`src/rtl/core/assert_macros.svh`:
```
// Assertion macros for the YAML line splitter RTL.
// Depends on nothing; included by modules that carry concurrent checks.
`ifndef ASSERT_MACROS_SVH
`define ASSERT_MACROS_SVH
`ifndef SYNTH
`define YLS_ASSERT(name, clk, rst_n, prop) \
	name: assert property (@(posedge clk) disable iff (!rst_n) prop) \
	else $error("assertion failed");
`define YLS_ASSERT_ALWAYS(name, clk, prop) \
	name: assert property (@(posedge clk) prop) \
	else $error("assertion failed");
`else
`define YLS_ASSERT(name, clk, rst_n, prop)
`define YLS_ASSERT_ALWAYS(name, clk, prop)
`endif
`endif

```
`src/rtl/core/yls_pkg.sv`:
```
// Shared types and constants for the YAML line splitter.
// Depends on nothing.
package yls_pkg;

	localparam int unsigned MAX_INDENT_DEF = 255;
	localparam int unsigned INDENT_W       = 8;

	localparam logic [7:0] CH_SPACE  = 8'h20;
	localparam logic [7:0] CH_DASH   = 8'h2D;
	localparam logic [7:0] CH_COLON  = 8'h3A;
	localparam logic [7:0] CH_DQUOTE = 8'h22;
	localparam logic [7:0] CH_SQUOTE = 8'h27;
	localparam logic [7:0] CH_BSLASH = 8'h5C;

	typedef enum logic [2:0] {
		CL_INDENT = 3'd0,
		CL_MARKER = 3'd1,
		CL_KEY    = 3'd2,
		CL_COLON  = 3'd3,
		CL_GAP    = 3'd4,
		CL_VALUE  = 3'd5,
		CL_TERM   = 3'd6
	} cls_t;

	typedef struct packed {
		cls_t                cls;
		logic [INDENT_W-1:0] indent;
		logic                list_item;
		logic                has_key;
		logic                has_value;
	} res_t;

endpackage

```
`src/rtl/core/yls_in_stage.sv`:
```
// Input register of the YAML line splitter.
// Depends on nothing; holds one transaction until the parser takes it.
module yls_in_stage (
	input  logic       clk,
	input  logic       arst_n,
	input  logic       in_valid,
	output logic       in_stall,
	input  logic [7:0] char_byte,
	input  logic       end_of_line,
	input  logic       take,
	output logic       valid_s1,
	output logic [7:0] char_s1,
	output logic       eol_s1
);

	assign in_stall = valid_s1 && !take;

	always_ff @(posedge clk or negedge arst_n) begin
		if (!arst_n) begin
			valid_s1 <= 1'b0;
		end else if (!in_stall) begin
			valid_s1 <= in_valid;
		end
	end

	always_ff @(posedge clk) begin
		if (!in_stall && in_valid) begin
			char_s1 <= char_byte;
			eol_s1  <= end_of_line;
		end
	end

endmodule

```
`src/rtl/core/yls_parser.sv`:
```
// Line state and byte classification of the YAML line splitter.
// Depends on yls_pkg and assert_macros.svh.
`include "assert_macros.svh"
module yls_parser #(
	parameter int unsigned MAX_INDENT = yls_pkg::MAX_INDENT_DEF
) (
	input  logic              clk,
	input  logic              arst_n,
	input  logic              fire,
	input  logic [7:0]        char_s1,
	input  logic              eol_s1,
	output yls_pkg::res_t     res
);

	localparam int unsigned CAP_I = (MAX_INDENT < 255) ? MAX_INDENT : 255;
	localparam logic [yls_pkg::INDENT_W-1:0] CAP = yls_pkg::INDENT_W'(CAP_I);

	typedef enum logic [2:0] {
		PH_INDENT  = 3'd0,
		PH_MARKER  = 3'd1,
		PH_PAYLOAD = 3'd2,
		PH_GAP     = 3'd3,
		PH_VALUE   = 3'd4
	} phase_t;

	phase_t                      phase_q, phase_n;
	logic [yls_pkg::INDENT_W-1:0] indent_q, indent_n;
	logic                        list_q, list_n;
	logic                        sq_q, sq_n;
	logic                        dq_q, dq_n;
	logic [7:0]                  prev_q, prev_n;
	logic                        start_q, start_n;
	logic                        key_q, key_n;
	logic                        value_q, value_n;
	logic                        pl;
	yls_pkg::cls_t               cls;
	logic                        line_clean;

	always_comb begin
		phase_n  = phase_q;
		indent_n = indent_q;
		list_n   = list_q;
		sq_n     = sq_q;
		dq_n     = dq_q;
		start_n  = start_q;
		key_n    = key_q;
		value_n  = value_q;
		prev_n   = char_s1;
		cls      = yls_pkg::CL_KEY;
		pl       = 1'b0;
		unique case (phase_q)
			PH_INDENT: begin
				if (char_s1 == yls_pkg::CH_SPACE) begin
					if (indent_q < CAP)
						indent_n = indent_q + 1'b1;
					cls = yls_pkg::CL_INDENT;
				end else if (char_s1 == yls_pkg::CH_DASH) begin
					list_n  = 1'b1;
					phase_n = PH_MARKER;
					cls     = yls_pkg::CL_MARKER;
				end else begin
					phase_n = PH_PAYLOAD;
					pl      = 1'b1;
				end
			end
			PH_MARKER: begin
				if (char_s1 == yls_pkg::CH_SPACE) begin
					cls = yls_pkg::CL_MARKER;
				end else begin
					phase_n = PH_PAYLOAD;
					pl      = 1'b1;
				end
			end
			PH_PAYLOAD: pl = 1'b1;
			PH_GAP: begin
				if (char_s1 == yls_pkg::CH_SPACE) begin
					cls = yls_pkg::CL_GAP;
				end else begin
					value_n = 1'b1;
					phase_n = PH_VALUE;
					cls     = yls_pkg::CL_VALUE;
				end
			end
			PH_VALUE: cls = yls_pkg::CL_VALUE;
			default: begin
				phase_n = PH_VALUE;
				cls     = yls_pkg::CL_VALUE;
			end
		endcase
		if (pl) begin
			start_n = 1'b0;
			if (char_s1 == yls_pkg::CH_SQUOTE && !dq_q) begin
				if (!(!start_q && prev_q == yls_pkg::CH_SQUOTE))
					sq_n = !sq_q;
			end else if (char_s1 == yls_pkg::CH_DQUOTE && !sq_q) begin
				if (!(!start_q && prev_q == yls_pkg::CH_BSLASH))
					dq_n = !dq_q;
			end else if (!sq_q && !dq_q && char_s1 == yls_pkg::CH_COLON) begin
				key_n   = 1'b1;
				phase_n = PH_GAP;
				cls     = yls_pkg::CL_COLON;
			end
		end
		res = '{cls: cls, indent: '0, list_item: 1'b0, has_key: 1'b0, has_value: 1'b0};
		if (eol_s1) begin
			res = '{cls: yls_pkg::CL_TERM, indent: indent_q, list_item: list_q,
				has_key: key_q, has_value: value_q};
			phase_n  = PH_INDENT;
			indent_n = '0;
			list_n   = 1'b0;
			sq_n     = 1'b0;
			dq_n     = 1'b0;
			prev_n   = '0;
			start_n  = 1'b1;
			key_n    = 1'b0;
			value_n  = 1'b0;
		end
	end

	always_ff @(posedge clk or negedge arst_n) begin
		if (!arst_n) begin
			phase_q  <= PH_INDENT;
			indent_q <= '0;
			list_q   <= 1'b0;
			sq_q     <= 1'b0;
			dq_q     <= 1'b0;
			prev_q   <= '0;
			start_q  <= 1'b1;
			key_q    <= 1'b0;
			value_q  <= 1'b0;
		end else if (fire) begin
			phase_q  <= phase_n;
			indent_q <= indent_n;
			list_q   <= list_n;
			sq_q     <= sq_n;
			dq_q     <= dq_n;
			prev_q   <= prev_n;
			start_q  <= start_n;
			key_q    <= key_n;
			value_q  <= value_n;
		end
	end

	assign line_clean = !key_q && !value_q && !list_q && start_q;

	// line state is clean while still in the indent
	`YLS_ASSERT(a_indent_clean, clk, arst_n, (phase_q == PH_INDENT) |-> line_clean)
	`YLS_ASSERT(a_value_needs_key, clk, arst_n, value_q |-> key_q)
	`YLS_ASSERT(a_quotes_exclusive, clk, arst_n, !(sq_q && dq_q))
	`YLS_ASSERT(a_indent_cap, clk, arst_n, indent_q <= CAP)

endmodule

```
`src/rtl/core/yls_out_stage.sv`:
```
// Result register of the YAML line splitter.
// Depends on yls_pkg.
module yls_out_stage (
	input  logic                         clk,
	input  logic                         arst_n,
	input  logic                         load,
	input  yls_pkg::res_t                res,
	input  logic                         out_stall,
	output logic                         out_valid,
	output logic [2:0]                   byte_class,
	output logic [yls_pkg::INDENT_W-1:0] indent_count,
	output logic                         list_item,
	output logic                         has_key,
	output logic                         has_value
);

	yls_pkg::res_t res_q;

	always_ff @(posedge clk or negedge arst_n) begin
		if (!arst_n) begin
			out_valid <= 1'b0;
		end else begin
			out_valid <= load || (out_valid && out_stall);
		end
	end

	always_ff @(posedge clk) begin
		if (load)
			res_q <= res;
	end

	assign byte_class   = res_q.cls;
	assign indent_count = res_q.indent;
	assign list_item    = res_q.list_item;
	assign has_key      = res_q.has_key;
	assign has_value    = res_q.has_value;

endmodule

```
`src/rtl/core/yaml_line_splitter.sv`:
```
// YAML line splitter, top level.
// Depends on yls_pkg, yls_in_stage, yls_parser and yls_out_stage.
//
// Input channel: in_valid / in_stall with char_byte and end_of_line. Bytes of
// one line arrive in order; a transaction with end_of_line high closes it.
// Output channel: out_valid / out_stall, one result per input transaction:
// byte_class for each byte, and on the terminator the indent count, list
// flag, key flag and value flag of the line (these are zero on byte results).
// Path: each transaction passes through the input register and then the
// result register, which is loaded when the parser takes the transaction.
// Throughput is one transaction per cycle while out_stall holds no result;
// the line state lives in single registers updated by one level of
// classification logic, so consecutive bytes never wait on each other.
// When out_stall holds a result, the input register keeps one more
// transaction and in_stall rises only once both registers are full.
// Reset clears both valid flags and returns the line state to the start of
// a line with zero indent.
module yaml_line_splitter #(
	parameter int unsigned MAX_INDENT = yls_pkg::MAX_INDENT_DEF
) (
	input  logic                         clk,
	input  logic                         arst_n,
	input  logic                         in_valid,
	output logic                         in_stall,
	input  logic [7:0]                   char_byte,
	input  logic                         end_of_line,
	output logic                         out_valid,
	input  logic                         out_stall,
	output logic [2:0]                   byte_class,
	output logic [yls_pkg::INDENT_W-1:0] indent_count,
	output logic                         list_item,
	output logic                         has_key,
	output logic                         has_value
);

	logic          valid_s1;
	logic [7:0]    char_s1;
	logic          eol_s1;
	logic          take;
	logic          fire;
	yls_pkg::res_t res;

	assign take = !(out_valid && out_stall);
	assign fire = valid_s1 && take;

	yls_in_stage u_in (
		.clk         (clk),
		.arst_n      (arst_n),
		.in_valid    (in_valid),
		.in_stall    (in_stall),
		.char_byte   (char_byte),
		.end_of_line (end_of_line),
		.take        (take),
		.valid_s1    (valid_s1),
		.char_s1     (char_s1),
		.eol_s1      (eol_s1)
	);

	yls_parser #(
		.MAX_INDENT (MAX_INDENT)
	) u_parser (
		.clk     (clk),
		.arst_n  (arst_n),
		.fire    (fire),
		.char_s1 (char_s1),
		.eol_s1  (eol_s1),
		.res     (res)
	);

	yls_out_stage u_out (
		.clk          (clk),
		.arst_n       (arst_n),
		.load         (fire),
		.res          (res),
		.out_stall    (out_stall),
		.out_valid    (out_valid),
		.byte_class   (byte_class),
		.indent_count (indent_count),
		.list_item    (list_item),
		.has_key      (has_key),
		.has_value    (has_value)
	);

endmodule

```
`config.mk`:
```
export PLATFORM = sky130hd
export DESIGN_NAME = yaml_line_splitter
export DESIGN_NICKNAME = d
export VERILOG_FILES = /design/src/rtl/core/yls_pkg.sv /design/src/rtl/core/yls_in_stage.sv /design/src/rtl/core/yls_parser.sv /design/src/rtl/core/yls_out_stage.sv /design/src/rtl/core/yaml_line_splitter.sv
export VERILOG_INCLUDE_DIRS = /design/src /design/src/rtl/core
export SDC_FILE = /design/constraint.sdc
export NUM_CORES = 1
export LEC_CHECK = 0
export BUFFER_PORTS_ARGS = -buffer_cell sky130_fd_sc_hd__clkbuf_2
export CAP_MARGIN = 20
export CORE_ASPECT_RATIO = 2
export CORE_UTILIZATION = 40
export DETAILED_ROUTE_END_ITERATION = 7
export PLACE_DENSITY = 0.71
export SLEW_MARGIN = 30
export SYNTH_ARGS = -nofsm -noshare
export SYNTH_HDL_FRONTEND = slang
export SYNTH_SLANG_ARGS = --single-unit
```
`constraint.sdc`:
```
create_clock -name clk -period 1.9 [get_ports clk]
set_input_delay 0.38 -clock clk [delete_from_list [all_inputs] [get_ports clk]]
set_output_delay 0.38 -clock clk [all_outputs]
set_load 0.005 [all_outputs]
```
### Word level (Yosys, flattened, before mapping)

Cells that the tools add are included.

* mux-type cells: 50
* reduce and logical (&&, ||, !) cells: 34
* equality and inequality tests: 16
* magnitude comparators: 1
* $add $sub $neg: 1

Operators by type and width (count)
* $eq A8 B6 Y1 const B: 6
* $mux W8: 5
* $mux W3: 13
* $mux W1: 27
* $pmux W3 S4: 2
* $reduce_bool A2 Y1: 9
* $reduce_and A4 Y1: 3
* $logic_and A1 B1 Y1: 10
* $ne A2 B2 Y1 const B: 5
* $reduce_and A5 Y1: 2
* $add A8 B1 Y8 const B: 1
* $eq A8 B7 Y1 const B: 1
* $lt A8 B8 Y1 const B: 1
* $eq A3 B2 Y1 const B: 2
* $logic_not A1 Y1: 5
* $mux W2: 2
* $eq A3 B1 Y1 const B: 1
* $eq A3 B3 Y1 const B: 1
* $logic_not A3 Y1: 1
* $pmux W1 S3: 1
* $reduce_and A3 Y1: 1
* $reduce_and A2 Y1: 1
* $reduce_or A2 Y1: 1
* $logic_or A1 B1 Y1: 1

* register bits after elaboration: 50

### Longest topological paths before layout

* depth in word-level cells: 9
* mapped depth: 6
* depth with buffers taken out: 6

### Modules after synthesis

From an unflattened synthesis, not the netlist that was laid out.

* cell total of the unflattened synthesis: 209
* area, all modules: 2333.5 um^2

By module, submodules not included
* yls_parser: area an instance 1541.5 um^2, times used 1, seq. area each 626.9 um^2, cells an instance 177
* yls_out_stage: area an instance 452.9 um^2, times used 1, seq. area each 445.4 um^2, cells an instance 16
* yls_in_stage: area an instance 327.8 um^2, times used 1, seq. area each 295.3 um^2, cells an instance 14
* yaml_line_splitter: area an instance 11.3 um^2, times used 1, seq. area each 0.0 um^2, cells an instance 2

### Worst setup path before layout

OpenSTA, ideal clock, no wires.

* path kind: register to register
* start: register u_in.char_s1[7]
* end: register u_parser.indent_q[5] (netlist name)
* buffers on the path: 1
* period minus slack after synthesis: 1.998 ns
* cell stages (with the launch flop): 7
* slack: -0.098 ns
* data arrival time: 1.920 ns
* cells stage by stage: edfxtp_1 or3b_1 buf_6 nor4_4 nand4_4 or3_1 a21oi_1

* cells in the longest elaborated chain, start to end: 3

Ends and longest elaborated chain
* from (decl): line yls_in_stage.sv:12 `output logic [7:0] char_s1,`
* from (signal assigned): line yls_in_stage.sv:28 `char_s1 <= char_byte;`
* $eq A8 B6 Y1: line yls_parser.sv:53 `if (char_s1 == yls_pkg::CH_SPACE) begin`
* $reduce_bool A2 Y1 (no source line)
* $reduce_and A4 Y1 (no source line)
* to (signal assigned): line yls_parser.sv:133 `indent_q <= indent_n;`
* to (decl): line yls_parser.sv:27 `logic [yls_pkg::INDENT_W-1:0] indent_q, indent_n;`

Every way passes these cells.
A chain may end at the register's enable or synchronous reset.

### Worst setup path after layout

* start: register u_in.char_s1[2]
* end: register u_parser.indent_q[5] (netlist name)

Same word-level chain as after synthesis.

==> results.py <==
metrics = {
    "status": {
        "status": "finished, final reports clean",
    },
    "finish": {
        "final_cell_area_sq_mm": 0.00271,
        "diodes": 0,
        "area_growth_pct": 19.3,
        "fin_util": 0.496,
        "nNetsFinal": 264,
        "drive_above_1_share": 0.264,
    },
    "critical_path": {
        "path_max_fanout": 5,
        "reg2reg_to": "u_parser.indent_q[5]",
        "ff2ff_setup_slack_ps": 30,
        "start_kind": "flip-flop",
        "cp.arrival_ps": 2110,
        "critical_path_class": "reg2reg",
        "rr_startpoint": "u_in.char_s1[2]",
        "end_kind": "flip-flop",
        "crit_path_start": "u_in.char_s1[2]",
        "crit_path_end": "u_parser.indent_q[5]",
        "worstPathRequired_ps": 2140,
        "reg2reg_depth": 6,
    },
    "sta": {
        "fin_crit_sh": 0.987,
        "drv_slew": 0,
        "skew_ps": 7.74,
        "setup_viol": 0,
        "hold_violations": 0,
        "max_freq_mhz": 533,
        "min_period_ps": 1870,
        "relSlewSlack": 0.536,
        "rsz0062_at_grt": "yes",
        "tightest_slew_ps": 696,
    },
    "synth": {
        "synth_compound_area_frac": 0.103,
        "netlist_area_sq_mm": 0.00227,
        "yosys_warnings": 0,
        "synth-edff-count": 23,
        "yosys-top-cells-area": "edfxtp_1, dfrtp_1, nand2_1, o21ai_0, and2_1",
        "synth-simple-area-share": 0.232,
        "yosysTopAreaCellShare": 0.304,
        "seq_area_frac_synth": 0.602,
        "synthAdderAreaFrac": 0.00551,
        "synthXorXnorAreaFrac": 0.0231,
        "yosysTopAreaCell": "edfxtp_1",
        "syn_nets": 217,
        "syn_avg_cell_area_sq_um": 11.2,
        "ys_ff_latch": 50,
        "synthMuxAreaShare": 0.00441,
        "ys.flop_type": "dfrtp_1",
        "synth.distinct_cells": 41,
        "synth_top_family_by_area": "simple AND/OR/NAND/NOR gates",
        "synth_cells": 203,
        "async_flop_share": 0.540,
    },
    "floorplanning": {
        "initial_core_util": 0.416,
        "die_w_microns": 55.3,
        "core_area_sq_mm": 0.00547,
        "die_area_sq_mm": 0.00600,
        "rows": 38,
        "io_pins": 29,
        "die_height_microns": 109,
    },
    "pwr": {
        "p_leak_nw": 1.17,
        "power.density_mw_per_mm2": 867,
        "ir_worst_vdd_mv": 0.558,
        "finalPower_mw": 2.35,
    },
    "routing": {
        "drt-vias-per-instance": 5.38,
        "drt-met1-wl_mm": 1.68,
        "vias": 1667,
        "dr_wl_met3_microns": 102,
        "totalWireLength_mm": 4.50,
        "wl_met2_mm": 2.54,
        "route.detailed.drc": 0,
        "highest_layer": "met4",
        "firstDrtPassIters": 4,
        "drt_iter0_markers": 41,
        "final_antenna_net_count": 0,
        "wl_per_cell_microns": 14.5,
    },
    "clock_network": {
        "root_buffer": "clkbuf_8",
        "cts.sinks": 50,
        "htreeDepth": 2,
        "clk_pin_slew_ps": 90,
        "post_cts_buffers": 0,
        "clockBufferDepth": 2,
        "cts_tree": "yes",
        "cts_inserted_buffers": 5,
        "clk_latency_ps": 300,
    },
    "global_route": {
        "grt_pass1_wl_mm": 7.58,
        "grt_usage": 0.163,
        "grt_pass1_vias": 1676,
        "grt.overflow.total": 0,
        "grt_max_degree": 28,
        "grt_antenna_before_repair": 0,
    },
    "place": {
        "dpl_cell_area_sq_mm": 0.00258,
        "hpwl_mm": 3.43,
        "port_buffers": 28,
        "gp_congestion": 0.851,
    },
    "min_path": {
        "min_path_type": "in2async",
    },
    "run": {
        "cap_viol_max_count": 0,
    },
}
[cell usage after synthesis (2+ instances only)]
cell type,count
nand2_1,28
dfrtp_1,26
edfxtp_1,23
o21ai_0,17
nor2_1,13
and2_1,12
a21oi_1,11
nand3_1,7
xor2_1,6
clkbuf_1,4
nor4_1,4
or3_1,4
a21o_1,3
and3_1,3
buf_6,3
inv_1,3
nand2b_1,3
nand4_1,3
nor4b_1,3
a31oi_1,2
nor3_1,2
o21ai_1,2
o31ai_1,2
or2_2,2
[cells in the final DEF, fill, tap and decap left out, types with 3 or more instances in the layout]
| cell type | n |
|---|---|
| o21ai_0 | 16 |
| inv_1 | 3 |
| a21oi_1 | 10 |
| clkbuf_2 | 28 |
| o21ai_1 | 3 |
| a21o_1 | 3 |
| buf_4 | 20 |
| and3_1 | 3 |
| dfrtp_1 | 26 |
| nand3_1 | 7 |
| or3_1 | 4 |
| nor4_1 | 3 |
| nand2b_1 | 3 |
| clkbuf_8 | 6 |
| nor4b_1 | 3 |
| edfxtp_1 | 23 |
| nand2_1 | 28 |
| nand4_1 | 3 |
| nor2_1 | 13 |
| and2_1 | 12 |
| xor2_1 | 6 |
[sequential cells by signal, indices dropped and copies added, names as in the netlist, 3 cells and up]
register,count
u_in.char_s1,8
u_out.byte_class,3
u_out.indent_count,8
u_parser.indent_q,8
u_parser.phase_q,3
u_parser.prev_q,8
[worst min path at each step]
stage | startpoint | to | slack (ps) | cells after the start
floorplan | arst_n | u_in.valid_s1 | 80 | 0
global placement | arst_n | u_parser.list_q | 450 | 1
detailed placement | arst_n | u_parser.value_q | 470 | 1
CTS | arst_n | u_parser.phase_q[1] | 130 | 1
global route | arst_n | u_parser.value_q | 170 | 1
finish | arst_n | u_parser.phase_q[1] | 110 | 1
[cell type report]
class | instances | area (sq um)
Fill cell | 498 | 2760
Sequential cell | 50 | 1370
Multi-Input combinational cell | 142 | 855
Timing Repair Buffer | 48 | 290
Clock buffer | 6 | 82.6
Tap cell | 60 | 75.1
Clock inverter | 1 | 30.0
Inverter | 3 | 11.3
[repair_timing]
item | CTS | global route
setup endpoints to repair | 0 | 6
resized for setup | 0 | 5
hold buffers | 0 | 0
[cells by family after synthesis]
kind of cell               Yosys count
AOI/OAI and AO/OA                   41
xor gates and xnor gates             6
adders and majority gates            1
buffers and inverters               11
DFF                                 50
muxes                                1
and+or+nand+nor                     93
[per-stage QoR]
stage	hold WS (ps)	setup slack, ps	TNS, ps	std cells
2_1_floorplan	84.4	-29.6	-46.0	203
3_3_place_gp	453	64.4	0	303
3_5_place_dp	465	24.6	0	303
4_1_cts	133	13.0	0	310
5_1_grt	165	-41.7	-112	310
6_report	107	25.2	0	310
[critical path, stage by stage (launching register included)]
cell and delay (ps):
edfxtp_1 390, or3_4 420, nor4_4 250, buf_4 180, nand4_4 90, or3_1 340, a21oi_2 140
[per-layer routing]
metal,global-route usage,vias up
li1,-,817
met4,0.0964,0
met2,0.313,38
met3,0.0251,14
met1,0.159,798
met5,0,-
[power breakdown]
group          switching [mW]  internal (mW)
registers              0.0849           1.24
clock network           0.329          0.421
logic                   0.153          0.125
Note: power is estimated with default switching activity, not from simulation.
